==> src/sv/alternating_bit_sender_defines.svh <==
// Assertion macros for the alternating-bit sender.
// Used by the top level only; no other dependencies.
`ifndef ALTERNATING_BIT_SENDER_DEFINES_SVH
`define ALTERNATING_BIT_SENDER_DEFINES_SVH

`ifndef SYNTHESIS
// same-cycle implication
`define ABS_ASSERT_IMPL(lbl, clk, rstn, ante, cons) \
    lbl: assert property (@(posedge clk) disable iff (!(rstn)) (ante) |-> (cons)) \
        else $error("alternating_bit_sender: assertion failed");
// next-cycle implication
`define ABS_ASSERT_NEXT(lbl, clk, rstn, ante, cons) \
    lbl: assert property (@(posedge clk) disable iff (!(rstn)) (ante) |=> (cons)) \
        else $error("alternating_bit_sender: assertion failed");
`else
`define ABS_ASSERT_IMPL(lbl, clk, rstn, ante, cons)
`define ABS_ASSERT_NEXT(lbl, clk, rstn, ante, cons)
`endif

`endif

==> src/sv/abs_pkg.sv <==
// Shared types and constants of the alternating-bit sender.
// No dependencies; imported by abs_lane, abs_merge and the top level.
package abs_pkg;

    localparam int MAX_BYTES         = 20;
    localparam int PAYLOAD_BYTES_DEF = 20;
    localparam int BYTE_W            = 8;
    localparam int PROD_W            = 13;  // 19 * -128 fits
    localparam int SUM_W             = 16;
    localparam int GROUP_LANES       = 5;
    localparam int WORD_W            = 32;
    localparam int TIMEOUT_W         = 16;
    localparam int BYTES_W           = MAX_BYTES * BYTE_W;
    localparam int IN_DATA_W         = BYTES_W + 2 * WORD_W;
    localparam int IN_USER_W         = 2;
    localparam int OUT_DATA_W        = 184;

    localparam logic [TIMEOUT_W-1:0] TIMEOUT_RESET = 16'd500;

    localparam logic [BYTE_W-1:0] CHAR_A = 8'h41;
    localparam logic [BYTE_W-1:0] CHAR_C = 8'h43;
    localparam logic [BYTE_W-1:0] CHAR_K = 8'h4B;

    // result bit positions inside m_axis_tdata
    localparam int OUT_SEND_VALID = 0;
    localparam int OUT_REFUSED    = 180;
    localparam int OUT_ACK_ACC    = 181;
    localparam int OUT_TSTOP      = 179;

    typedef enum logic [1:0] {
        ACT_MSG = 2'd0,
        ACT_PKT = 2'd1,
        ACT_TMR = 2'd2
    } action_t;

    typedef struct packed {
        logic adv;   // lane register load
        logic keep;  // byte survives mask and zero-cut
    } lane_ctrl_t;

endpackage

==> src/sv/abs_lane.sv <==
// One checksum lane: masks its payload byte and forms index * signed byte.
// Depends on abs_pkg.
module abs_lane import abs_pkg::*; #(
    parameter int LANE_IDX = 0
) (
    input  logic                     aclk,
    input  lane_ctrl_t               ctrl,
    input  logic [BYTE_W-1:0]        data_in,
    output logic [BYTE_W-1:0]        data_reg,
    output logic signed [PROD_W-1:0] prod_reg
);

    logic [BYTE_W-1:0]        lane_data;
    logic signed [PROD_W-1:0] data_ext;
    logic signed [PROD_W-1:0] weight;
    logic signed [PROD_W-1:0] prod_next;

    assign lane_data = ctrl.keep ? data_in : '0;
    assign data_ext  = PROD_W'(signed'(lane_data));
    assign weight    = PROD_W'(LANE_IDX);
    assign prod_next = data_ext * weight;

    always_ff @(posedge aclk) begin
        if (ctrl.adv) begin
            data_reg <= lane_data;
            prod_reg <= prod_next;
        end
    end

endmodule

==> src/sv/abs_merge.sv <==
// Merge stage: registered group sums of the lane products, then the total.
// Depends on abs_pkg.
module abs_merge import abs_pkg::*; #(
    parameter int NUM_LANES = PAYLOAD_BYTES_DEF
) (
    input  logic                     aclk,
    input  logic                     adv,
    input  logic signed [PROD_W-1:0] prod [NUM_LANES],
    output logic signed [SUM_W-1:0]  total
);

    localparam int NUM_GROUPS = (NUM_LANES + GROUP_LANES - 1) / GROUP_LANES;
    localparam int PAD_LANES  = NUM_GROUPS * GROUP_LANES;

    logic signed [PROD_W-1:0] prod_pad   [PAD_LANES];
    logic signed [SUM_W-1:0]  group_next [NUM_GROUPS];
    logic signed [SUM_W-1:0]  group_reg  [NUM_GROUPS];

    for (genvar i = 0; i < PAD_LANES; i++) begin : g_pad
        if (i < NUM_LANES) begin : g_real
            assign prod_pad[i] = prod[i];
        end else begin : g_zero
            assign prod_pad[i] = '0;
        end
    end

    always_comb begin
        for (int g = 0; g < NUM_GROUPS; g++) begin
            group_next[g] = '0;
            for (int k = 0; k < GROUP_LANES; k++) begin
                group_next[g] = group_next[g] + SUM_W'(prod_pad[g * GROUP_LANES + k]);
            end
        end
    end

    always_ff @(posedge aclk) begin
        if (adv) begin
            for (int g = 0; g < NUM_GROUPS; g++) begin
                group_reg[g] <= group_next[g];
            end
        end
    end

    always_comb begin
        total = '0;
        for (int g = 0; g < NUM_GROUPS; g++) begin
            total = total + group_reg[g];
        end
    end

endmodule

==> src/sv/alternating_bit_sender.sv <==
// Alternating-bit sender: lane array, merge stage, decision stage, state.
// Depends on abs_pkg, abs_lane, abs_merge and alternating_bit_sender_defines.svh.
//
// Usage
//   s_axis carries one event per transaction: tuser is the action (0 message from
//   the upper layer, 1 packet from the network, 2 timer expiry, 3 ignored), tdata
//   the 20 payload bytes, the incoming ack number and the incoming checksum.
//   m_axis returns exactly one result per event: send flag, sequence bit, sent
//   bytes, checksum and the timer / refusal / ack flags.
//   cfg_* writes retransmit_timeout; cfg_ready is always high. Write it only
//   while no event is in flight.
// Timing
//   Three register stages: byte lanes, group sums, result register. One event
//   per cycle sustained while m_axis_tready is high. The sender state is read
//   and updated only in the decision stage, so events that follow back to back
//   see the state their predecessors left.
// Reset
//   aresetn low for one clock empties the pipeline and restores held_seq = 1,
//   held bytes and checksum zero, no ack seen, timeout 500.
// Stall
//   While m_axis_tready is low the result holds; earlier stages keep filling
//   until every stage is full, then s_axis_tready drops.
module alternating_bit_sender import abs_pkg::*; #(
    parameter int PAYLOAD_BYTES = PAYLOAD_BYTES_DEF
) (
    input  logic                  aclk,
    input  logic                  aresetn,
    // event channel
    input  logic                  s_axis_tvalid,
    output logic                  s_axis_tready,
    // tdata: payload_low[63:0], payload_mid[127:64], payload_high[159:128],
    //        incoming_ack[191:160], incoming_sum[223:192]
    input  logic [IN_DATA_W-1:0]  s_axis_tdata,
    // tuser: action[1:0]
    input  logic [IN_USER_W-1:0]  s_axis_tuser,
    // result channel
    output logic                  m_axis_tvalid,
    input  logic                  m_axis_tready,
    // tdata: send_valid[0], send_seq[1], send_bytes_low[65:2],
    //        send_bytes_mid[129:66], send_bytes_high[161:130], send_sum[177:162],
    //        timer_start[178], timer_stop[179], message_refused[180],
    //        ack_accepted[181], zero pad[183:182]
    output logic [OUT_DATA_W-1:0] m_axis_tdata,
    // retransmit_timeout write channel
    input  logic                  cfg_valid,
    output logic                  cfg_ready,
    input  logic [TIMEOUT_W-1:0]  cfg_data
);

`include "alternating_bit_sender_defines.svh"

    // ---------------- handshake / stage enables ----------------
    logic adv1, adv2, adv3;

    logic                  s1_valid_reg, s2_valid_reg, m_valid_reg;
    action_t               s1_action_reg, s2_action_reg;
    logic [WORD_W-1:0]     s1_ack_reg, s2_ack_reg;
    logic signed [WORD_W-1:0] s1_sum_reg, s2_sum_reg;
    logic [BYTE_W-1:0]     s2_bytes_reg [MAX_BYTES];
    logic [OUT_DATA_W-1:0] m_data_reg;
    logic [OUT_DATA_W-1:0] result_next;

    // the result register frees a slot when empty or taken; each earlier
    // stage moves when its successor has room
    assign adv3          = !m_valid_reg || m_axis_tready;
    assign adv2          = !s2_valid_reg || adv3;
    assign adv1          = !s1_valid_reg || adv2;
    assign s_axis_tready = adv1;
    assign m_axis_tvalid = m_valid_reg;
    assign m_axis_tdata  = m_data_reg;
    assign cfg_ready     = 1'b1;

    // ---------------- lane control: mask and zero-cut ----------------
    action_t           in_action;
    logic [BYTE_W-1:0] in_bytes   [MAX_BYTES];
    logic [MAX_BYTES-1:0] zero_flag;
    logic [MAX_BYTES-1:0] cut_before;

    assign in_action = action_t'(s_axis_tuser);

    always_comb begin
        for (int i = 0; i < MAX_BYTES; i++) begin
            in_bytes[i]  = s_axis_tdata[i * BYTE_W +: BYTE_W];
            zero_flag[i] = (in_bytes[i] == '0);
        end
        // a message is cut after its first zero byte
        for (int i = 0; i < MAX_BYTES; i++) begin
            cut_before[i] = 1'b0;
            for (int j = 0; j < MAX_BYTES; j++) begin
                if (j < i) begin
                    cut_before[i] = cut_before[i] | zero_flag[j];
                end
            end
        end
    end

    // ---------------- lanes ----------------
    logic [BYTE_W-1:0]        lane_bytes [PAYLOAD_BYTES];
    logic signed [PROD_W-1:0] lane_prod  [PAYLOAD_BYTES];
    logic [BYTE_W-1:0]        s1_bytes   [MAX_BYTES];

    for (genvar i = 0; i < PAYLOAD_BYTES; i++) begin : g_lane
        lane_ctrl_t ctrl;
        assign ctrl.adv  = adv1;
        assign ctrl.keep = (in_action != ACT_MSG) || !cut_before[i];

        abs_lane #(.LANE_IDX(i)) u_lane (
            .aclk     (aclk),
            .ctrl     (ctrl),
            .data_in  (in_bytes[i]),
            .data_reg (lane_bytes[i]),
            .prod_reg (lane_prod[i])
        );
    end

    // bytes past the payload length read as zero
    for (genvar i = 0; i < MAX_BYTES; i++) begin : g_s1_bytes
        if (i < PAYLOAD_BYTES) begin : g_real
            assign s1_bytes[i] = lane_bytes[i];
        end else begin : g_zero
            assign s1_bytes[i] = '0;
        end
    end

    // ---------------- merge (group sums registered with stage 2) ----------------
    logic signed [SUM_W-1:0] s2_total;

    abs_merge #(.NUM_LANES(PAYLOAD_BYTES)) u_merge (
        .aclk  (aclk),
        .adv   (adv2),
        .prod  (lane_prod),
        .total (s2_total)
    );

    // ---------------- pipeline registers ----------------
    always_ff @(posedge aclk) begin
        if (!aresetn) begin
            s1_valid_reg <= 1'b0;
            s2_valid_reg <= 1'b0;
            m_valid_reg  <= 1'b0;
        end else begin
            if (adv1) begin
                s1_valid_reg <= s_axis_tvalid;
            end
            if (adv2) begin
                s2_valid_reg <= s1_valid_reg;
            end
            if (adv3) begin
                m_valid_reg <= s2_valid_reg;
            end
        end
    end

    always_ff @(posedge aclk) begin
        if (adv1) begin
            s1_action_reg <= in_action;
            s1_ack_reg    <= s_axis_tdata[BYTES_W +: WORD_W];
            s1_sum_reg    <= s_axis_tdata[BYTES_W + WORD_W +: WORD_W];
        end
        if (adv2) begin
            s2_action_reg <= s1_action_reg;
            s2_ack_reg    <= s1_ack_reg;
            s2_sum_reg    <= s1_sum_reg;
            for (int i = 0; i < MAX_BYTES; i++) begin
                s2_bytes_reg[i] <= s1_bytes[i];
            end
        end
        if (adv3 && s2_valid_reg) begin
            m_data_reg <= result_next;
        end
    end

    // ---------------- sender state ----------------
    logic                 held_seq_reg,  held_seq_next;
    logic [BYTE_W-1:0]    held_bytes_reg [MAX_BYTES];
    logic [BYTE_W-1:0]    held_bytes_next [MAX_BYTES];
    logic [SUM_W-1:0]     held_sum_reg,  held_sum_next;
    logic                 ack_seen_reg,  ack_seen_next;
    logic                 acked_seq_reg, acked_seq_next;
    logic [TIMEOUT_W-1:0] timeout_reg;

    logic commit;
    assign commit = adv3 && s2_valid_reg;

    always_ff @(posedge aclk) begin
        if (!aresetn) begin
            held_seq_reg  <= 1'b1;
            held_sum_reg  <= '0;
            ack_seen_reg  <= 1'b0;
            acked_seq_reg <= 1'b0;
            for (int i = 0; i < MAX_BYTES; i++) begin
                held_bytes_reg[i] <= '0;
            end
        end else if (commit) begin
            held_seq_reg  <= held_seq_next;
            held_sum_reg  <= held_sum_next;
            ack_seen_reg  <= ack_seen_next;
            acked_seq_reg <= acked_seq_next;
            for (int i = 0; i < MAX_BYTES; i++) begin
                held_bytes_reg[i] <= held_bytes_next[i];
            end
        end
    end

    always_ff @(posedge aclk) begin
        if (!aresetn) begin
            timeout_reg <= TIMEOUT_RESET;
        end else if (cfg_valid && cfg_ready) begin
            timeout_reg <= cfg_data;
        end
    end

    // ---------------- decision ----------------
    logic                 new_seq;
    logic                 pkt_ok;
    logic                 emit;
    logic                 timer_start, timer_stop, refused, ack_acc;
    logic [BYTES_W-1:0]   send_bytes;

    always_comb begin
        held_seq_next  = held_seq_reg;
        held_sum_next  = held_sum_reg;
        ack_seen_next  = ack_seen_reg;
        acked_seq_next = acked_seq_reg;
        for (int i = 0; i < MAX_BYTES; i++) begin
            held_bytes_next[i] = held_bytes_reg[i];
        end
        emit        = 1'b0;
        timer_stop  = 1'b0;
        refused     = 1'b0;
        ack_acc     = 1'b0;
        new_seq     = !held_seq_reg;
        pkt_ok      = (WORD_W'(s2_total) == s2_sum_reg)
                      && (s2_bytes_reg[0] == CHAR_A)
                      && (s2_bytes_reg[1] == CHAR_C)
                      && (s2_bytes_reg[2] == CHAR_K)
                      && (s2_ack_reg == WORD_W'(held_seq_reg));

        case (s2_action_reg)
            ACT_MSG: begin
                if (ack_seen_reg && (acked_seq_reg == new_seq)) begin
                    refused = 1'b1;
                end else begin
                    held_seq_next = new_seq;
                    held_sum_next = s2_total;
                    for (int i = 0; i < MAX_BYTES; i++) begin
                        held_bytes_next[i] = s2_bytes_reg[i];
                    end
                    emit = 1'b1;
                end
            end
            ACT_PKT: begin
                if (pkt_ok) begin
                    ack_seen_next  = 1'b1;
                    acked_seq_next = s2_ack_reg[0];
                    timer_stop     = 1'b1;
                    ack_acc        = 1'b1;
                end else begin
                    emit = 1'b1;
                end
            end
            ACT_TMR: begin
                emit = !ack_seen_reg || (acked_seq_reg != held_seq_reg);
            end
            default: begin
                // unused action: all-zero result
            end
        endcase

        timer_start = emit;
        for (int i = 0; i < MAX_BYTES; i++) begin
            send_bytes[i * BYTE_W +: BYTE_W] = emit ? held_bytes_next[i] : '0;
        end
        result_next = {2'b00, ack_acc, refused, timer_stop, timer_start,
                       (emit ? held_sum_next : SUM_W'(0)), send_bytes,
                       (emit & held_seq_next), emit};
    end

    // ---------------- checks ----------------
    `ABS_ASSERT_NEXT(a_state_holds_on_stall, aclk, aresetn,
        aresetn && m_valid_reg && !m_axis_tready,
        $stable(held_seq_reg) && $stable(ack_seen_reg) && $stable(acked_seq_reg))
    `ABS_ASSERT_IMPL(a_refuse_needs_ack, aclk, aresetn,
        m_valid_reg && m_data_reg[OUT_REFUSED], ack_seen_reg)
    `ABS_ASSERT_IMPL(a_ack_stops_timer, aclk, aresetn,
        m_valid_reg && m_data_reg[OUT_ACK_ACC],
        m_data_reg[OUT_TSTOP] && !m_data_reg[OUT_SEND_VALID] && ack_seen_reg)
    `ABS_ASSERT_NEXT(a_cfg_write_lands, aclk, aresetn,
        aresetn && cfg_valid && cfg_ready, timeout_reg == $past(cfg_data))

endmodule
==> config.mk <==
export PLATFORM = sky130hd
export DESIGN_NAME = alternating_bit_sender
export DESIGN_NICKNAME = d
export VERILOG_FILES = /design/src/sv/abs_pkg.sv /design/src/sv/abs_lane.sv /design/src/sv/abs_merge.sv /design/src/sv/alternating_bit_sender.sv
export VERILOG_INCLUDE_DIRS = /design/src /design/src/sv
export SDC_FILE = /design/constraint.sdc
export NUM_CORES = 2
export LEC_CHECK = 0
export ABC_AREA = 0
export BUFFER_PORTS_ARGS = -buffer_cell sky130_fd_sc_hd__buf_2
export CELL_PAD_IN_SITES_DETAIL_PLACEMENT = 0
export CELL_PAD_IN_SITES_GLOBAL_PLACEMENT = 1
export CORE_ASPECT_RATIO = 0.75
export CORE_MARGIN = 2
export CORE_UTILIZATION = 45
export DETAILED_ROUTE_END_ITERATION = 7
export PLACE_DENSITY_LB_ADDON = 0.3
export SLEW_MARGIN = 20
export SYNTH_ARGS = -nofsm -noshare
export SYNTH_HDL_FRONTEND = slang
export SYNTH_SLANG_ARGS = --single-unit
==> constraint.sdc <==
create_clock -name aclk -period 20.7 [get_ports aclk]
set_clock_uncertainty 0.1 [all_clocks]
set_input_delay 3.105 -clock aclk [delete_from_list [all_inputs] [get_ports aclk]]
set_output_delay 3.105 -clock aclk [all_outputs]
set_load 0.01 [all_outputs]
Word-level counts from Yosys, hierarchy flattened
Memories as Yosys holds them, arrays and structs flattened. Index checks and enable logic that the tools add are counted.

Equal/unequal tests: 9. Multiply operators: 14. Multiplexer cells: 57. Bitwise gates (word level): 39. Reductions and logical operators: 75. $add $sub $neg: 18.

Operators with widths (count): 160-bit two-way mux (2); 8-bit two-way mux (39); 8-bit zero test (19); 16-bit by 13-bit adder with 16-bit output (5); 8-bit by 5-bit multiplier with 13-bit output, second input constant (4); 16-bit adder (3); 8-bit by 4-bit multiplier with 12-bit output, second input constant (4); 1-bit OR (38); 8-bit by 3-bit multiplier with 11-bit output, second input constant (3); 16-bit by 32-bit == test with 1-bit output (1); 32-bit by 1-bit == test with 1-bit output (1); 16-bit two-way mux (2); 14-bit by 13-bit adder with 15-bit output (2); 13-bit by 12-bit adder with 14-bit output (2); 8-bit by 6-bit multiplier with 13-bit output, second input constant (2); 8-bit by 7-bit == test with 1-bit output, second input constant (3); 1-bit zero test (24); 1-bit logical OR (23); 16-bit by 10-bit adder with 16-bit output (1); 16-bit by 11-bit adder with 16-bit output (1); 13-bit by 13-bit adder with 14-bit output (1); 12-bit by 12-bit adder with 13-bit output (1); 1-bit two-way mux (13); 10-bit by 11-bit adder with 12-bit output (1); other kinds (12) (17).

Memories: 3. Memory bits (writable): 384. Flip-flop bits (word level): 706. Input bits: 247. Output and inout port bits: 187. Logic and storage cells: 270.

Memory list: held_bytes_reg (depth 20, width 8, rd ports 20, clocked after Yosys merged registers in 0, write ports 20, line alternating_bit_sender.sv:175) `logic [BYTE_W-1:0] held_bytes_reg [MAX_BYTES];`; s2_bytes_reg (depth 20, width 8, rd ports 20, clocked after Yosys merged registers in 0, write ports 20, line alternating_bit_sender.sv:59) `logic [BYTE_W-1:0] s2_bytes_reg [MAX_BYTES];`; u_merge.group_reg (depth 4, width 16, rd ports 4, clocked after Yosys merged registers in 0, write ports 4, line abs_merge.sv:17) `logic signed [SUM_W-1:0] group_reg [NUM_GROUPS];`.

Logic depth before layout (Yosys ltp)
Depth after elaboration: 23. Depth in mapped cells: 22. Gate-level depth less buffers: 22.

Hierarchy
Synthesis repeated with hierarchy kept, for this count alone.

Cells, all modules: 4242. Area, all modules: 54528.5 sq um.

By module, submodules not included: alternating_bit_sender (area an instance 24552.3 sq um, times used 1, cells an instance 1488, sequential area each 19418.6 sq um); abs_merge (area an instance 10842.9 sq um, times used 1, cells an instance 1167, sequential area each 1921.8 sq um); abs_lane at g_lane[12].u_lane ... (area an instance 1054.8 sq um, times used 2, cells an instance 83, sequential area each 540.5 sq um); abs_lane at g_lane[0].u_lane ... (area an instance 391.6 sq um, times used 5, cells an instance 30, sequential area each 240.2 sq um); abs_lane at g_lane[15].u_lane (area an instance 1657.8 sq um, times used 1, cells an instance 153, sequential area each 600.6 sq um); abs_lane at g_lane[13].u_lane (area an instance 1410.1 sq um, times used 1, cells an instance 120, sequential area each 570.5 sq um); abs_lane at g_lane[11].u_lane (area an instance 1367.6 sq um, times used 1, cells an instance 120, sequential area each 600.6 sq um); abs_lane at g_lane[14].u_lane (area an instance 1360.1 sq um, times used 1, cells an instance 126, sequential area each 570.5 sq um); abs_lane at g_lane[7].u_lane (area an instance 1356.3 sq um, times used 1, cells an instance 125, sequential area each 570.5 sq um); abs_lane at g_lane[19].u_lane (area an instance 1347.5 sq um, times used 1, cells an instance 109, sequential area each 600.6 sq um); abs_lane at g_lane[17].u_lane (area an instance 1123.6 sq um, times used 1, cells an instance 96, sequential area each 510.5 sq um); abs_lane at g_lane[3].u_lane (area an instance 1051.0 sq um, times used 1, cells an instance 82, sequential area each 540.5 sq um); abs_lane at g_lane[10].u_lane (area an instance 1012.2 sq um, times used 1, cells an instance 79, sequential area each 540.5 sq um); abs_lane at g_lane[5].u_lane (area an instance 1008.5 sq um, times used 1, cells an instance 78, sequential area each 540.5 sq um); 3 more rows.

Worst setup path after synthesis
No wires, ideal clock.

Path type: input-to-reg. Start: input port m_axis_tready. End: register g_lane[0].u_lane.data_reg[0] (enable). Slack: 5.262 ns. Library setup time: 3.695 ns. Arrival: 11.643 ns. Buffers on the path: 0. Stages: 2. Data required time: 16.905 ns. Cells stage by stage: nor2b_1 -> nand3_1.

Cells in the longest elaborated chain, start to end: 3.

RTL lines: start: declaration (line alternating_bit_sender.sv:38) `input logic m_axis_tready,`; 1-bit logical OR (line alternating_bit_sender.sv:65) `assign adv3 = !m_valid_reg || m_axis_tready;`; 1-bit logical OR (line alternating_bit_sender.sv:66) `assign adv2 = !s2_valid_reg || adv3;`; 1-bit logical OR (line alternating_bit_sender.sv:67) `assign adv1 = !s1_valid_reg || adv2;`; named net s_axis_tready (line alternating_bit_sender.sv:30) `output logic s_axis_tready,`; end signal: assignment (line abs_lane.sv:25) `data_reg <= lane_data;`; end: declaration (line abs_lane.sv:9) `output logic [BYTE_W-1:0] data_reg,`.

The timed path passes the listed nets, and every way through them passes these cells. A chain may end at the register's enable or synchronous reset.

Worst setup path in the final report
Start: input port s_axis_tdata[5]. End: register g_lane[15].u_lane.prod_reg[12], data pin.

Cells in the longest elaborated chain, start to end: 19.

RTL lines: start: declaration (line alternating_bit_sender.sv:33) `input logic [IN_DATA_W-1:0] s_axis_tdata,`; 8-bit zero test (line alternating_bit_sender.sv:84) `zero_flag[i] = (in_bytes[i] == '0);`; 1-bit OR (14 in a row) (line alternating_bit_sender.sv:91) `cut_before[i] = cut_before[i] | zero_flag[j];`; 1-bit zero test (line alternating_bit_sender.sv:105) `assign ctrl.keep = (in_action != ACT_MSG) || !cut_before[i];`; 1-bit logical OR (line alternating_bit_sender.sv:105); 8-bit two-way mux (line abs_lane.sv:18) `assign lane_data = ctrl.keep ? data_in : '0;`; named net g_lane[15].u_lane.lane_data[2] (line abs_lane.sv:13) `logic [BYTE_W-1:0] lane_data;`; 8-bit by 5-bit multiplier with 13-bit output (line abs_lane.sv:21) `assign prod_next = data_ext * weight;`; named net g_lane[15].u_lane.prod_next[12] (line abs_lane.sv:16) `logic signed [PROD_W-1:0] prod_next;`; end signal: assignment (line abs_lane.sv:26) `prod_reg <= prod_next;`; end: declaration (line abs_lane.sv:10) `output logic signed [PROD_W-1:0] prod_reg`.

The timed path passes the listed nets, and every way through them passes these cells.

==> metrics.txt <==
worst r2r src=u_merge.group_reg[3][1]; share of cells above drive strength 1=0.142; outcome=finished clean; hold_sp=g_lane[11].u_lane.data_reg[2]; clk_lat worst skew=0.72 ns; power per standard cell area=180 nW/um^2; CTS Sinks=1025; final setup violating endpoints=0; reg2reg path depth=15; static leakage=0.0248 uW; Final Hold Viols=0; Crit-path slowest cell=fa_1; DR iter-0 viols=1820; crit path capture type=flop; Post-Syn Area=51000 sq um; vias after detailed routing=29368; critical path's top delay family=simple AND/OR/NAND/NOR gates; WP buf/inv=5; Post-Route WL=113 mm; Cells after Synth=3731; DR DRC count=0; Detail Route Antenna Nets=0; global-route wire length before repair=172 mm; sequential cell area fraction in the yosys report=0.600; worst-case clock buffer depth=3; Hold Crit Depth=0; Critical Path RT=21.06 ns; ant diodes=0; grt ovf=0; Layout Utilization=0.520; core area=112000 sq um; Slew @ Worst Pin=1.02 ns; FMAX=120 MHz; Synth Register Bits=1025; DRT Pass-1 Iters=8; critical path's most frequent cell=o21ai_0; Max H-tree Level=3; CP max stage delay=0.55 ns; HPWL Detailed=82.9 mm; io pins=434; FF-to-FF setup slack=13.38 ns; crit path time final=8.31 ns; Post-synth EDFFs=1003; num rows=106; maxcap violations=0; Post-Layout Inst Area=58200 sq um; Num CTS Buffers=101; Initial Utilization=0.455; vias per cell=5.07; per-cell routed wire length=19.5 microns; gr usage total=0.196; Die W=393 microns; Post-Place Cell Area=54900 sq um; antenna violations before repair=2; Area Growth Syn to Fin=14.2%; GPL Wtd Cong=0.826; Fin Hold WS=0.285 ns; max reg flops=180; die area=116000 sq um; cts hold-fix bufs=0; Worst Hold End=s2_bytes_reg[2][26]; Post-CTS Setup Inserts=0; largest net degree at the start of global routing=83; Slew HR=0.320; Tcrit/Tclk final=0.402; pre-CTS WS=11.64 ns; CTS tree=built; IO Port Bufs=413; Reg clk slew, reported paths=0.06 ns; Root Buffer=clkbuf_16; library cells used by synthesis=68; Nets=4973; vias in the first global route=28951; syn avg cell area=13.7 sq um; crit path max fanout=15; Hold WC Path Type=reg -> reg; Setup Total Neg Slack=0 ns; Die Y=295 microns; peak supply drop=0.204 mV; Slew Limit Fails=0; Post-synth ARST share=0; crit path launch type=input port; RSZ-0062 raised after global routing=no; ys flop type=edfxtp_1; post-cts sizing count=0; reg-to-reg endpoint=m_axis_tdata[49]; CP arrival=8.67 ns; final worst-path setup slack=12.39 ns; CP Class=in -> reg; Synth warnings=0
[cell usage after synthesis (all sizes together) (38+ instances only)]
cell type,number,area share
nand2,126,0.0093
o21bai,54,0.0080
edfxtp,1003,0.59
nor4,60,0.0074
a21oi,142,0.014
fa,168,0.066
o21ai,58,0.0057
xnor2,177,0.030
nor2b,82,0.010
clkbuf,49,0.0036
xor2,56,0.0096
inv,365,0.027
mux2i,170,0.033
nor2,409,0.030
and2,90,0.011
ha,358,0.088
a21o,38,0.0056
[cells by family after synthesis]
| kind of cell | synth area share |
|---|---|
| XOR/XNOR | 0.0405 |
| adder cells (fa/ha/maj) | 0.154 |
| flip-flops | 0.600 |
| AO/OA/AOI/OAI | 0.0505 |
| buffers and inverters | 0.0336 |
| other | 0.000147 |
| multiplexers | 0.0336 |
| AND/OR/NAND/NOR | 0.0880 |
[worst register-to-register path: cells and delay by family (launching register included)]
kind	cells	cell delay [ns]
DFF	1	0.50
AOI/OAI and AO/OA	4	1.49
adders and majority gates	4	1.69
xor gates and xnor gates	2	0.59
buffers and inverters	2	1.44
and+or+nand+nor	3	1.23
[how the worst max path moves through the flow]
stage / startpoint / end / cells past startpoint / slack, ns
floorplan: m_axis_tready / g_lane[0].u_lane.data_reg[0] / 2 / 5.26
global placement: s_axis_tdata[5] / g_lane[15].u_lane.prod_reg[12] / 25 / 11.64
detailed placement: s_axis_tdata[5] / g_lane[15].u_lane.prod_reg[12] / 25 / 11.64
CTS: s_axis_tdata[5] / g_lane[15].u_lane.prod_reg[12] / 25 / 12.38
global route: s_axis_tdata[7] / g_lane[15].u_lane.prod_reg[12] / 25 / 11.90
finish: s_axis_tdata[5] / g_lane[15].u_lane.prod_reg[12] / 25 / 12.39
[where the power goes]
| group | internal [uW] | switching (uW) | total [uW] | leakage (uW) |
|---|---|---|---|---|
| Combinational | 2340 | 3330 | 5670 | 0.0126 |
| Clock | 1040 | 810 | 1850 | 0.00161 |
| Sequential | 2790 | 147 | 2930 | 0.0106 |
| Total | 6160 | 4290 | 10500 | 0.0248 |
[cell usage in the layout (no fill, tap or decap), types with 7 or more instances in the layout]
master     count
a211oi_1      12
a21boi_0      21
a21o_1        38
a21oi_1      142
a31oi_1       15
and2_1        90
and3_1        25
buf_2        413
buf_4         29
bufinv_16     10
clkbuf_1      21
clkbuf_16    102
clkinv_1      23
clkinv_2      19
dfxtp_1       22
edfxtp_1    1003
fa_1         168
ha_1         358
inv_1        364
mux2i_1      170
nand2_1      122
nand2b_1      24
nand3_1       22
nand4_1       16
nor2_1       408
nor2b_1       82
nor3_1        22
nor4_1        59
nor4b_1        9
o21a_1         9
o21ai_0       58
o21bai_1      54
o31ai_1        7
or3_1         10
or4_1         11
xnor2_1      177
xor2_1        56
[layer usage]
metal | vias up | global-route usage | share of wire
met3 | 154 | 0.0293 | 0.048
met4 | 0 | 0.0479 | 0.022
li1 | 14209 | - | -
met2 | 621 | 0.310 | 0.46
met1 | 14384 | 0.284 | 0.47
met5 | - | 0 | 0
[stage by stage]
stage                     power (uW)  instances
after floorplan                 7210       3732
after global placement          8640       5608
after detailed placement        8680       5608
after CTS                      10600       5796
after global routing           11400       5797
final                          10500       5797
[final cells by class]
| class | instances | area, sq um |
|---|---|---|
| Multi-Input combinational cell | 2262 | 18700 |
| Tap cell | 1512 | 1890 |
| Clock buffer | 123 | 2630 |
| Timing Repair Buffer | 444 | 2320 |
| Fill cell | 9702 | 53700 |
| Sequential cell | 1025 | 30600 |
| Clock inverter | 65 | 687 |
| Inverter | 366 | 1380 |
No activity file was read; power rests on OpenSTA's default activity.
